===== config.mk =====
export PLATFORM = sky130hd
export DESIGN_NAME = lexer_with_ident_numbering_unit
export DESIGN_NICKNAME = d
export VERILOG_FILES = /design/src/rtl/core/lwin_pkg.sv /design/src/rtl/core/lwin_ram.sv /design/src/rtl/core/lwin_front.sv /design/src/rtl/core/lwin_fifo.sv /design/src/rtl/core/lwin_back.sv /design/src/rtl/core/lexer_with_ident_numbering_unit.sv
export SDC_FILE = /design/constraint.sdc
export NUM_CORES = 2
export LEC_CHECK = 0
export ABC_CLOCK_PERIOD_IN_PS = 7950
export BUFFER_PORTS_ARGS = -buffer_cell sky130_fd_sc_hd__buf_2
export CORE_MARGIN = 1.5
export CORE_UTILIZATION = 50
export CTS_BUF_LIST = sky130_fd_sc_hd__clkbuf_16
export CTS_CLUSTER_DIAMETER = 120
export CTS_CLUSTER_SIZE = 8
export DETAILED_ROUTE_END_ITERATION = 8
export GPL_TIMING_DRIVEN = 0
export PLACE_DENSITY = 0.68
export SLEW_MARGIN = 10
export SYNTH_ARGS = -nofsm -noshare
export SYNTH_HDL_FRONTEND = slang
export SYNTH_SLANG_ARGS = --single-unit

===== constraint.sdc =====
create_clock -name clk -period 7.95 [get_ports clk]
set_input_delay 0.795 -clock clk [delete_from_list [all_inputs] [get_ports clk]]
set_output_delay 0.795 -clock clk [all_outputs]
set_load 0.01 [all_outputs]

===== src/rtl/core/lwin_pkg.sv =====
// Shared types, character codes and token kinds for the lexer with identifier numbering.
// Used by every module under rtl/core except lwin_ram; depends on nothing else.
`timescale 1ns / 1ps

package lwin_pkg;

	// One input beat: a character byte and the end-of-stream mark.
	typedef struct packed {
		logic [7:0] char_code;
		logic       is_final;
	} char_beat_t;

	// One output beat: a token with its value and flags.
	typedef struct packed {
		logic [1:0]  token_kind;
		logic [30:0] token_value;
		logic        table_full;
		logic        end_of_run;
	} token_beat_t;

	localparam logic [1:0] KIND_SPEC  = 2'd0;
	localparam logic [1:0] KIND_CONST = 2'd1;
	localparam logic [1:0] KIND_IDENT = 2'd2;

	localparam logic [30:0] CONST_MAX = 31'h7FFF_FFFF;
	localparam logic [2:0]  OP_COUNT  = 3'd6;

	localparam logic [7:0] CH_ZERO    = 8'd48;
	localparam logic [7:0] CH_NINE    = 8'd57;
	localparam logic [7:0] CH_LET_LO  = 8'd65;
	localparam logic [7:0] CH_LET_HI  = 8'd122;
	localparam logic [7:0] CH_LPAREN  = 8'd40;
	localparam logic [7:0] CH_RPAREN  = 8'd41;
	localparam logic [7:0] CH_STAR    = 8'd42;
	localparam logic [7:0] CH_PLUS    = 8'd43;
	localparam logic [7:0] CH_MINUS   = 8'd45;
	localparam logic [7:0] CH_SLASH   = 8'd47;

	localparam logic [31:0] HASH_BASE   = 32'd37;
	localparam logic [31:0] LETTER_BIAS = 32'd66;

	// Depth of the token queue between front and back (power of two).
	localparam int QUEUE_DEPTH = 4;

	// Token command from the front: IDENT carries the full hash in data.
	typedef struct packed {
		logic [1:0]  kind;
		logic [31:0] data;
		logic        last;
	} cmd_t;

	typedef struct packed {
		logic       valid;
		logic [2:0] idx;
	} op_t;

	// Operator index for + - * / ( ).
	function automatic op_t op_decode(input logic [7:0] ch);
		op_t r;
		r.valid = 1'b1;
		r.idx   = 3'd0;
		unique case (ch)
			CH_PLUS:   r.idx = 3'd0;
			CH_MINUS:  r.idx = 3'd1;
			CH_STAR:   r.idx = 3'd2;
			CH_SLASH:  r.idx = 3'd3;
			CH_LPAREN: r.idx = 3'd4;
			CH_RPAREN: r.idx = 3'd5;
			default:   r.valid = 1'b0;
		endcase
		return r;
	endfunction

endpackage


===== src/rtl/core/lwin_ram.sv =====
// Generic single-write, single-read RAM with registered read data.
// No dependencies.
`timescale 1ns / 1ps

module lwin_ram #(
	parameter int WIDTH = 32,
	parameter int DEPTH = 64
) (
	input  logic                     clk,
	input  logic                     we,
	input  logic [$clog2(DEPTH)-1:0] waddr,
	input  logic [WIDTH-1:0]         wdata,
	input  logic [$clog2(DEPTH)-1:0] raddr,
	output logic [WIDTH-1:0]         rdata
);

	logic [WIDTH-1:0] mem [DEPTH];

	always_ff @(posedge clk) begin
		if (we) begin
			mem[waddr] <= wdata;
		end
		rdata <= mem[raddr];
	end

endmodule


===== src/rtl/core/lwin_front.sv =====
// Scanner front: takes characters, tracks the pending constant or identifier, and
// pushes token commands into the queue. Depends on lwin_pkg.
`timescale 1ns / 1ps

module lwin_front (
	input  logic                    clk,
	input  logic                    arst_n,
	input  logic                    char_valid,
	output logic                    char_ready,
	input  lwin_pkg::char_beat_t    char_data,
	output logic                    q_push,
	output lwin_pkg::cmd_t          q_data,
	input  logic                    q_full
);

	typedef enum logic [2:0] {
		MODE_IDLE  = 3'b001,
		MODE_NUM   = 3'b010,
		MODE_IDENT = 3'b100
	} mode_t;

	mode_t          mode_q, mode_d;
	logic [30:0]    num_q, num_d;
	logic [31:0]    hash_q, hash_d;
	logic [31:0]    weight_q, weight_d;
	logic           pend_valid_q;
	lwin_pkg::cmd_t pend_q;

	logic [7:0]     ch;
	logic [7:0]     dsub;
	logic [3:0]     dval;
	logic           dig, letter, fin, cont, fire;
	logic [31:0]    code, prod;
	logic [34:0]    num_wide;
	logic [30:0]    num_cont;
	logic [31:0]    hash_cont, weight_cont;
	lwin_pkg::op_t  op;
	logic           tok1_v, tok2_v;
	lwin_pkg::cmd_t tok1, tok2;

	assign ch     = char_data.char_code;
	assign fin    = char_data.is_final;
	assign dig    = (ch >= lwin_pkg::CH_ZERO) && (ch <= lwin_pkg::CH_NINE);
	assign letter = (ch >= lwin_pkg::CH_LET_LO) && (ch <= lwin_pkg::CH_LET_HI);
	assign dsub   = ch - lwin_pkg::CH_ZERO;
	assign dval   = dsub[3:0];
	assign op     = lwin_pkg::op_decode(ch);

	// Hash digit code wraps modulo 2^32 for letters below the bias.
	assign code = dig ? {28'b0, dval} : ({24'b0, ch} - lwin_pkg::LETTER_BIAS);
	assign prod = code * weight_q;
	assign hash_cont   = hash_q + prod;
	assign weight_cont = weight_q * lwin_pkg::HASH_BASE;

	// acc * 10 + digit, then saturate.
	assign num_wide = ({4'b0, num_q} << 3) + ({4'b0, num_q} << 1) + {31'b0, dval};
	assign num_cont = (num_wide > {4'b0, lwin_pkg::CONST_MAX}) ?
		lwin_pkg::CONST_MAX : num_wide[30:0];

	assign cont = ((mode_q == MODE_NUM) && dig) ||
		((mode_q == MODE_IDENT) && (dig || letter));

	always_comb begin
		mode_d   = mode_q;
		num_d    = num_q;
		hash_d   = hash_q;
		weight_d = weight_q;
		priority if (cont) begin
			if (mode_q == MODE_NUM) begin
				num_d = num_cont;
			end else begin
				hash_d   = hash_cont;
				weight_d = weight_cont;
			end
		end else if (dig) begin
			mode_d   = MODE_NUM;
			num_d    = {27'b0, dval};
			hash_d   = '0;
			weight_d = 32'd1;
		end else if (letter) begin
			mode_d   = MODE_IDENT;
			num_d    = '0;
			hash_d   = code;
			weight_d = lwin_pkg::HASH_BASE;
		end else begin
			mode_d   = MODE_IDLE;
			num_d    = '0;
			hash_d   = '0;
			weight_d = 32'd1;
		end
	end

	// First token: the one that this character ends.
	always_comb begin
		tok1_v    = !cont && (mode_q != MODE_IDLE);
		tok1.kind = (mode_q == MODE_NUM) ? lwin_pkg::KIND_CONST : lwin_pkg::KIND_IDENT;
		tok1.data = (mode_q == MODE_NUM) ? {1'b0, num_q} : hash_q;
		tok1.last = 1'b0;
	end

	// Second token: an operator, or the flush forced by the final mark.
	always_comb begin
		tok2_v    = 1'b0;
		tok2.kind = lwin_pkg::KIND_SPEC;
		tok2.data = {29'b0, op.idx};
		tok2.last = 1'b1;
		priority if (!cont && op.valid) begin
			tok2_v = 1'b1;
		end else if (fin && (mode_d == MODE_NUM)) begin
			tok2_v    = 1'b1;
			tok2.kind = lwin_pkg::KIND_CONST;
			tok2.data = {1'b0, num_d};
		end else if (fin && (mode_d == MODE_IDENT)) begin
			tok2_v    = 1'b1;
			tok2.kind = lwin_pkg::KIND_IDENT;
			tok2.data = hash_d;
		end else begin
			tok2_v = 1'b0;
		end
	end

	assign char_ready = !pend_valid_q && !q_full;
	assign fire       = char_valid && char_ready;

	always_comb begin
		if (pend_valid_q) begin
			q_push = !q_full;
			q_data = pend_q;
		end else begin
			q_push = fire && (tok1_v || tok2_v);
			q_data = tok1_v ?
				lwin_pkg::cmd_t'{kind: tok1.kind, data: tok1.data, last: !tok2_v} : tok2;
		end
	end

	always_ff @(posedge clk or negedge arst_n) begin
		if (!arst_n) begin
			mode_q       <= MODE_IDLE;
			num_q        <= '0;
			hash_q       <= '0;
			weight_q     <= 32'd1;
			pend_valid_q <= 1'b0;
		end else begin
			if (fire) begin
				if (fin) begin
					mode_q   <= MODE_IDLE;
					num_q    <= '0;
					hash_q   <= '0;
					weight_q <= 32'd1;
				end else begin
					mode_q   <= mode_d;
					num_q    <= num_d;
					hash_q   <= hash_d;
					weight_q <= weight_d;
				end
			end
			if (pend_valid_q) begin
				if (!q_full) begin
					pend_valid_q <= 1'b0;
				end
			end else if (fire && tok1_v && tok2_v) begin
				pend_valid_q <= 1'b1;
			end
		end
	end

	// Hold the second token of a two-token character.
	always_ff @(posedge clk) begin
		if (!pend_valid_q && fire && tok1_v && tok2_v) begin
			pend_q <= tok2;
		end
	end

endmodule


===== src/rtl/core/lwin_fifo.sv =====
// Short token-command queue between the scanner front and the lookup back.
// Depends on lwin_pkg for the command type and depth.
`timescale 1ns / 1ps

module lwin_fifo (
	input  logic           clk,
	input  logic           arst_n,
	input  logic           push,
	input  lwin_pkg::cmd_t push_data,
	output logic           full,
	input  logic           pop,
	output lwin_pkg::cmd_t pop_data,
	output logic           empty
);

	localparam int PW = $clog2(lwin_pkg::QUEUE_DEPTH);
	localparam int CW = $clog2(lwin_pkg::QUEUE_DEPTH + 1);

	lwin_pkg::cmd_t entry_q [lwin_pkg::QUEUE_DEPTH];
	logic [PW-1:0]  wr_ptr_q, rd_ptr_q;
	logic [CW-1:0]  cnt_q;

	assign full     = (cnt_q == CW'(lwin_pkg::QUEUE_DEPTH));
	assign empty    = (cnt_q == '0);
	assign pop_data = entry_q[rd_ptr_q];

	always_ff @(posedge clk or negedge arst_n) begin
		if (!arst_n) begin
			wr_ptr_q <= '0;
			rd_ptr_q <= '0;
			cnt_q    <= '0;
		end else begin
			if (push) begin
				wr_ptr_q <= wr_ptr_q + PW'(1);
			end
			if (pop) begin
				rd_ptr_q <= rd_ptr_q + PW'(1);
			end
			if (push && !pop) begin
				cnt_q <= cnt_q + CW'(1);
			end else if (pop && !push) begin
				cnt_q <= cnt_q - CW'(1);
			end
		end
	end

	always_ff @(posedge clk) begin
		if (push) begin
			entry_q[wr_ptr_q] <= push_data;
		end
	end

endmodule


===== src/rtl/core/lwin_back.sv =====
// Lookup back: turns token commands into result beats, numbering identifiers
// through a linear scan of the hash table RAM. Depends on lwin_pkg and lwin_ram.
`timescale 1ns / 1ps

module lwin_back #(
	parameter int TABLE_DEPTH = 64
) (
	input  logic                  clk,
	input  logic                  arst_n,
	input  logic                  q_empty,
	input  lwin_pkg::cmd_t        q_data,
	output logic                  q_pop,
	output logic                  tok_valid,
	input  logic                  tok_ready,
	output lwin_pkg::token_beat_t tok_data
);

	localparam int IW = $clog2(TABLE_DEPTH);
	localparam int CW = $clog2(TABLE_DEPTH + 1);

	typedef enum logic [2:0] {
		ST_IDLE = 3'b001,
		ST_SCAN = 3'b010,
		ST_EMIT = 3'b100
	} st_t;

	st_t                   st_q, st_d;
	logic [CW-1:0]         count_q;
	logic [IW-1:0]         idx_q;
	logic [31:0]           key_q;
	logic                  last_q;
	lwin_pkg::token_beat_t res_q, res_d;
	lwin_pkg::token_beat_t out_q, out_d;
	logic                  out_valid_q;

	logic          out_free, load_out, load_res, cnt_inc, start_scan;
	logic          ram_we, hit, at_end, new_ok;
	logic [IW-1:0] ram_raddr, ram_waddr;
	logic [31:0]   ram_wdata, ram_rdata;

	lwin_ram #(
		.WIDTH(32),
		.DEPTH(TABLE_DEPTH)
	) u_table (
		.clk  (clk),
		.we   (ram_we),
		.waddr(ram_waddr),
		.wdata(ram_wdata),
		.raddr(ram_raddr),
		.rdata(ram_rdata)
	);

	assign out_free  = !out_valid_q || tok_ready;
	assign hit       = (ram_rdata == key_q);
	assign at_end    = ((CW'(idx_q) + CW'(1)) == count_q);
	assign new_ok    = (count_q != CW'(TABLE_DEPTH));
	assign ram_waddr = count_q[IW-1:0];
	assign ram_wdata = (st_q == ST_IDLE) ? q_data.data : key_q;
	// Entry 0 is read while idle, so its data is on the read port when a scan starts.
	assign ram_raddr = (st_q == ST_SCAN) ? (idx_q + IW'(1)) : '0;

	always_comb begin
		st_d       = st_q;
		q_pop      = 1'b0;
		ram_we     = 1'b0;
		load_out   = 1'b0;
		load_res   = 1'b0;
		cnt_inc    = 1'b0;
		start_scan = 1'b0;
		out_d      = res_q;
		res_d.token_kind  = lwin_pkg::KIND_IDENT;
		res_d.token_value = '0;
		res_d.table_full  = 1'b0;
		res_d.end_of_run  = last_q;
		unique case (st_q)
			ST_IDLE: begin
				if (!q_empty) begin
					if (q_data.kind != lwin_pkg::KIND_IDENT) begin
						if (out_free) begin
							q_pop    = 1'b1;
							load_out = 1'b1;
							out_d.token_kind  = q_data.kind;
							out_d.token_value = q_data.data[30:0];
							out_d.table_full  = 1'b0;
							out_d.end_of_run  = q_data.last;
						end
					end else begin
						q_pop = 1'b1;
						if (count_q == '0) begin
							ram_we   = 1'b1;
							cnt_inc  = 1'b1;
							load_res = 1'b1;
							res_d.end_of_run = q_data.last;
							st_d     = ST_EMIT;
						end else begin
							start_scan = 1'b1;
							st_d       = ST_SCAN;
						end
					end
				end
			end
			ST_SCAN: begin
				priority if (hit) begin
					load_res = 1'b1;
					res_d.token_value = 31'(idx_q);
					st_d     = ST_EMIT;
				end else if (at_end) begin
					load_res = 1'b1;
					if (new_ok) begin
						ram_we  = 1'b1;
						cnt_inc = 1'b1;
						res_d.token_value = 31'(count_q);
					end else begin
						res_d.table_full = 1'b1;
					end
					st_d = ST_EMIT;
				end else begin
					// Advance to the next stored entry.
					st_d = ST_SCAN;
				end
			end
			ST_EMIT: begin
				if (out_free) begin
					load_out = 1'b1;
					st_d     = ST_IDLE;
				end
			end
			default: st_d = ST_IDLE;
		endcase
	end

	always_ff @(posedge clk or negedge arst_n) begin
		if (!arst_n) begin
			st_q        <= ST_IDLE;
			count_q     <= '0;
			idx_q       <= '0;
			out_valid_q <= 1'b0;
		end else begin
			st_q <= st_d;
			if (cnt_inc) begin
				count_q <= count_q + CW'(1);
			end
			if (start_scan) begin
				idx_q <= '0;
			end else if (st_q == ST_SCAN) begin
				idx_q <= idx_q + IW'(1);
			end
			if (load_out) begin
				out_valid_q <= 1'b1;
			end else if (tok_ready) begin
				out_valid_q <= 1'b0;
			end
		end
	end

	always_ff @(posedge clk) begin
		if (q_pop) begin
			key_q  <= q_data.data;
			last_q <= q_data.last;
		end
		if (load_res) begin
			res_q <= res_d;
		end
		if (load_out) begin
			out_q <= out_d;
		end
	end

	assign tok_valid = out_valid_q;
	assign tok_data  = out_q;

endmodule


===== src/rtl/core/lexer_with_ident_numbering_unit.sv =====
// Lexer with identifier numbering: scanner front, token queue, lookup back.
// Path: an operator/constant token passes the queue and the output register; an identifier
// token also waits for the table scan, which reads entries until a hit or the last entry.
// Throughput: one beat per cycle while input is not stalled; a beat making two tokens holds
// input while the second waits, and the back is busy during each identifier scan, so a full 4-entry queue stalls input.
// Reset (arst_n low, async): scanner idle, queue empty, table count zero; no clearing pass.
`timescale 1ns / 1ps

module lexer_with_ident_numbering_unit #(
	parameter int TABLE_DEPTH = 64
) (
	input  logic                  clk,
	input  logic                  arst_n,
	input  logic                  char_valid,
	output logic                  char_ready,
	input  lwin_pkg::char_beat_t  char_data,
	output logic                  tok_valid,
	input  logic                  tok_ready,
	output lwin_pkg::token_beat_t tok_data
);

	// Queue handshake between the front and the back.
	logic           q_push, q_full, q_pop, q_empty;
	lwin_pkg::cmd_t q_push_data, q_pop_data;

	// Front: accumulate constants and identifier hashes, one character a beat.
	// A character that ends a token and makes another pushes two commands; the
	// second waits in a holding register while input stalls.
	lwin_front u_front (
		.clk       (clk),
		.arst_n    (arst_n),
		.char_valid(char_valid),
		.char_ready(char_ready),
		.char_data (char_data),
		.q_push    (q_push),
		.q_data    (q_push_data),
		.q_full    (q_full)
	);

	// Queue: absorb the front while the back scans the table.
	lwin_fifo u_fifo (
		.clk      (clk),
		.arst_n   (arst_n),
		.push     (q_push),
		.push_data(q_push_data),
		.full     (q_full),
		.pop      (q_pop),
		.pop_data (q_pop_data),
		.empty    (q_empty)
	);

	// Back: pass operators and constants straight to the output register;
	// scan the hash table for identifiers and append new hashes.
	lwin_back #(
		.TABLE_DEPTH(TABLE_DEPTH)
	) u_back (
		.clk      (clk),
		.arst_n   (arst_n),
		.q_empty  (q_empty),
		.q_data   (q_pop_data),
		.q_pop    (q_pop),
		.tok_valid(tok_valid),
		.tok_ready(tok_ready),
		.tok_data (tok_data)
	);

`ifndef SYNTHESIS
	// Front never pushes into a full queue.
	a_push_not_full: assert property (@(posedge clk) disable iff (!arst_n)
		q_push |-> !q_full)
		else $error("token queue overflow");

	// Back never pops an empty queue.
	a_pop_not_empty: assert property (@(posedge clk) disable iff (!arst_n)
		q_pop |-> !q_empty)
		else $error("token queue underflow");

	// A full-table result is an identifier numbered zero.
	a_full_is_ident: assert property (@(posedge clk) disable iff (!arst_n)
		tok_valid && tok_data.table_full |->
			tok_data.token_kind == lwin_pkg::KIND_IDENT && tok_data.token_value == '0)
		else $error("table_full on a non-identifier or nonzero value");

	// Operator tokens carry a valid index and no full flag.
	a_spec_range: assert property (@(posedge clk) disable iff (!arst_n)
		tok_valid && tok_data.token_kind == lwin_pkg::KIND_SPEC |->
			tok_data.token_value < 31'(lwin_pkg::OP_COUNT) && !tok_data.table_full)
		else $error("operator token out of range");
`endif

endmodule


# == Yosys cells after proc, flatten, opt, wreduce, memory -nomap -nowiden ==
# Memory sizes are Yosys's and may differ from the RTL's. A register that Yosys moved wholly into a read port is not among the register bits.
# Index checks and enable logic that the tools add are counted.
# op_classes
add_sub_neg,12
n_mul,2
order_cmp,5
n_eq_ne,23
muxes,88
bitwise,6
n_reduce_logical,40
# op_table
cell,n
2-to-1 mux 32 bit,12
2-to-1 mux 33 bit,4
2-to-1 mux 31 bit,4
2-to-1 mux 34 bit,3
2-to-1 mux 35 bit,2
"equality test 8 x 6 -> 1 bit, second input constant",6
2-to-1 mux 1 bit,37
2-to-1 mux 3 bit,12
2-to-1 mux 6 bit,6
adder 34 x 32 -> 35 bit,1
adder 35 x 4 -> 35 bit,1
"> comparator 35 x 31 -> 1 bit, second input constant",1
adder 32 bit,1
equality test 32 bit,1
multiplier 32 x 32 -> 32 bit,1
"multiplier 32 x 6 -> 32 bit, second input constant",1
logical AND 1 bit,18
case mux 3 bit (5 select lines),1
"equality test 3 bit, second input constant",4
"equality test 3 x 2 -> 1 bit, second input constant",3
case mux 3 bit (3 select lines),1
"subtractor 8 x 7 -> 9 bit, second input constant",1
"greater-or-equal comparator 8 x 6 -> 1 bit, second input constant",1
"greater-or-equal comparator 8 x 7 -> 1 bit, second input constant",1
31 further kinds,53
# word_totals
regBits,258
ram_bits,2188
in_bits,13
out_inout_bits,37
elab_cells,203
n_memories,2
# mem_list
memory,words,word_bits,rd,rd_clocked_by_memory_dff,wr,line,text
u_back.u_table.mem,64,32,1,1,1,lwin_ram.sv:17,logic [WIDTH-1:0] mem [DEPTH];
u_fifo.entry_q,4,35,1,0,1,lwin_fifo.sv:19,lwin_pkg::cmd_t entry_q [lwin_pkg::QUEUE_DEPTH];

# == Depth between registers and ports, before layout ==
# depth
word_depth,18
depth_mapped,35

# == By module ==
# From an unflattened synthesis, not the netlist that was laid out.
# hier_totals
cells_unflattened,6797
area_unflattened_um2,113612.7
# by_module_without_submodules
mod,instances,cells_each,area_per_inst_um2
lwin_ram,1,3324,78512.8
lwin_front,1,2852,25002.7
lwin_fifo,1,217,5500.3
lwin_back,1,404,4596.9

# == Worst setup path after synthesis ==
# Ideal clock, no wire load.
# synth_path
kind,input to register
from,input char_data[4] in the netlist's numbering
to,memory u_fifo.entry_q[0][25] in the netlist's numbering (data pin)
arrival_time_ns,9.340
path_slack_ns,-1.653
path_stages,33
path_buffers,2
cell_sequence,buf_2 -> or4_1 -> a21oi_1 -> nor2_1 -> nor2_1 -> clkbuf_1 -> nand2_1 -> fa_1 -> inv_1 -> fa_1 -> fa_1 -> inv_1 -> fa_1 -> inv_1 -> fa_1 -> inv_1 -> fa_1 -> inv_1 -> fa_1 -> inv_1 -> fa_1 -> inv_1 -> ha_1 -> nand3_1 -> nor2_1 -> nand2_1 -> o41a_1 -> o31ai_1 -> xnor2_1 -> o211a_1 -> o2bb2ai_1 -> a21o_1 -> o221a_2
# synth_lines
element,line,text
start: declaration,lexer_with_ident_numbering_unit.sv:16,"input lwin_pkg::char_beat_t char_data,"
end: declaration,lwin_fifo.sv:19,

==> reports/results.ini <==
[routing]
routedWlPerCell_um = 32.7
drt-initial-drc-count = 10200
ant_nets = 0
wl_mm = 360
drc = 0
drt_pass1_iterations = 6
via_per_inst = 6.51
dr_total_vias = 71700

[run]
drv_cap = 1

[synthesis]
synth_ff_type = edfxtp_1
synth_area_leaders = edfxtp_1 (60%), mux4_2 (10%), fa_1 (6.1%), ha_1 (3.3%), dfrtp_1 (2.6%)
synth_top_area_share_pct = 60.0
synth.most_common_cell = edfxtp_1
yosys.area.top_type = edfxtp_1
synth-edff-count = 2299
synth_common_cells = edfxtp_1 (2,299), inv_1 (585), mux4_2 (532)
yosysSeqAreaShare_pct = 63.2
syn_inst = 7309
synthesis.area_um2 = 115000
async_reset_ff_share_pct = 4.97
ys_ff_latch = 2453
avgSynthCellArea_um2 = 15.7
synth.distinct_cells = 93
ys_warn_count = 0

[global_route]
grt_antenna_before_repair = 24
grt_pass1_wl_mm = 510
grt_max_degree = 70
gr-usage-met1_pct = 38.9
grt_use_met2_pct = 48.6
busiest_layer = met2
grt-ovfl-total = 0
met3_usage_pct = 7.68
grt_use_total_pct = 30.9
grt_pass1_vias = 72000

[die]
rows = 175
initial_core_util_pct = 50.5
die_w_um = 483
dieArea_um2 = 233000
io_pins = 50
core_um2 = 228000
die_h_um = 483

[placement]
place.gp.congestion = 0.992
dpl_cell_area_um2 = 122000
numPortBuffers = 47
dp_hpwl_mm = 248

[cts]
clock_latency_ns = 0.97
cts_max_path_buffers = 4
htree_levels = 5
cts_tree = yes
cts-root-buf = clkbuf_16
cts-buffers-inserted = 356
clk_pin_slew_worst_paths_ns = 0.05
cts.sinks = 2453

[sta]
tightest_slew_ns = 1.49
fin_tns_setup_ns = -28.75
finalHoldViolCount = 0
slew_viol_final = 0
max-slew-margin-rel_pct = 0.465
setup_violations = 87
max_freq_mhz = 117
rsz0062_at_grt = yes
fin_ws_ns = -0.610
period_share_pct = 108
skew_ns = 0.0951
fin_crit_ns = 8.56

[power]
p_per_area_nw_per_um2 = 326
ir_drop_mv = 0.520
power_leakage_nw = 47.3

[setup_path]
crit_top_cell = fa_1
critPathRequiredTime_ns = 8.69
critPathCaptureType = register
max_stage_delay_ns = 0.69
rr_startpoint = u_front.weight_q[2]
start_kind = input port
slowest_stage = fa_2
worst-endpoint-arrival_ns = 9.30
cp-startpoint = char_data[6]
crit_path_max_fanout = 5
critPathKind = in2reg

[cells_and_area]
fin_util_pct = 58.6
seq_area_um2 = 72700
multi_input_area_um2 = 40300
final_cell_area_um2 = 134000
n_fill_cell = 16800
fin_nets = 8579
area_growth_pct = 16.2
post_route_cells_drive_above_1_share_pct = 19.5

[min_path]
hold_path_class = in2reg
hp-start = tok_ready

[outcome]
status = complete, but fails checks
violations = max-capacitance violations, negative setup slack

-- report_power, final --
part	total, mW	internal (mW)	switching [mW]
registers	18.8	18.5	0.278
clock network	13.2	7.95	5.23
logic	11.5	2.89	8.65
-- registers in the layout, indices dropped and copies added (netlist names), 6 cells and up --
name	cells
u_fifo.entry_q	140
u_back.res_q	9
u_front.num_q	31
u_back.u_table.mem	2048
u_back.idx_q	6
u_back.key_q	32
u_front.hash_q	32
u_front.pend_q	34
u_back.u_table.rdata	32
u_back.tok_data	35
u_back.count_q	7
u_front.weight_q	31
-- cell type report --
cell class | instances | area share (%)
Inverter | 588 | 1.67
Buffer | 411 | 1.37
Sequential cell | 2453 | 54.4
Tap cell | 3009 | 2.82
Multi-Input combinational cell | 3858 | 30.2
Clock inverter | 87 | 0.274
Clock buffer | 361 | 6.76
Antenna cell | 15 | 0.0281
Timing Repair Buffer | 243 | 2.48
-- logic make-up (layout without fill, tap and decap cells) --
logic type	Yosys count	in the layout	share of synthesized area (%)
other	2	21	0.00653
multiplexers	550	550	10.6
AO/OA/AOI/OAI	1084	1084	6.10
flip-flops	2453	2453	63.2
adder cells (fa/ha/maj)	655	655	9.40
AND/OR/NAND/NOR	1397	1398	6.04
buffers and inverters	1003	1690	3.36
XOR/XNOR	165	165	1.28
-- metal layers --
metal / wire (um) / vias to the layer above
li1: - / 28900
met1: 127000 / 36900
met2: 169000 / 4831
met3: 40200 / 1094
met4: 24000 / 20
met5: 266 / -
-- per-stage QoR --
stage                     total power [mW]  hold slack, ns  setup slack, ns  cells
after global routing                  44.5           0.288           -0.816  11000
after global placement                29.2           0.476            -3.47  10400
after detailed placement              29.9           0.500            -3.45  10500
after floorplan                       24.4           0.456           -0.969   7313
final                                 43.5           0.323           -0.610  11000
after CTS                             43.1           0.265           -0.510  11000
-- path summary, 6_finish.rpt --
kind	slack [ns]	end	cells after the start
max in group asynchronous	6.59	u_front.weight_q[8]	3
hold reg to reg	0.51	u_fifo.cnt_q[2]	1
hold / removal	0.32	u_back.tok_valid	3
setup reg to reg	-0.38	u_fifo.entry_q[2][30]	29
setup / recovery	-0.61	u_fifo.entry_q[2][30]	35
min in group asynchronous	0.50	u_front.num_q[3]	2
-- cells in the final DEF, fill, tap and decap left out, types with 33 or more instances in the layout --
| cell type | count |
|---|---|
| a31oi_1 | 49 |
| a22o_1 | 43 |
| nor2b_1 | 38 |
| buf_4 | 79 |
| nand3_1 | 48 |
| o21ai_0 | 280 |
| clkbuf_16 | 364 |
| nor2_4 | 68 |
| dfrtp_1 | 119 |
| ha_1 | 285 |
| o211ai_1 | 134 |
| edfxtp_1 | 2299 |
| fa_1 | 333 |
| xnor2_1 | 123 |
| a211oi_1 | 44 |
| mux4_2 | 532 |
| clkbuf_1 | 261 |
| o221ai_1 | 33 |
| nor2_1 | 169 |
| and3_1 | 52 |
| or3_1 | 271 |
| a21oi_1 | 131 |
| a21o_1 | 36 |
| buf_2 | 85 |
| and2_1 | 159 |
| xor2_1 | 36 |
| buf_12 | 76 |
| o22ai_1 | 134 |
| inv_1 | 633 |
| buf_1 | 65 |
| nand2_1 | 414 |
-- timing repair --
item,CTS,global route
buffers inserted,51,43
hold endpoints to repair,67,0
hold buffers,1,0
gates cloned,0,1
pin swaps,70,106
resized for setup,149,142
endpoints found under the setup margin,152,118
-- critical path, delay by kind of cell --
| family | cells | cell delay, ns |
|---|---|---|
| adders and majority gates | 9 | 4.51 |
| AOI/OAI and AO/OA | 9 | 1.91 |
| buffers and inverters | 11 | 1.10 |
| and+or+nand+nor | 6 | 0.94 |
Power figures use the tool's default switching activity.
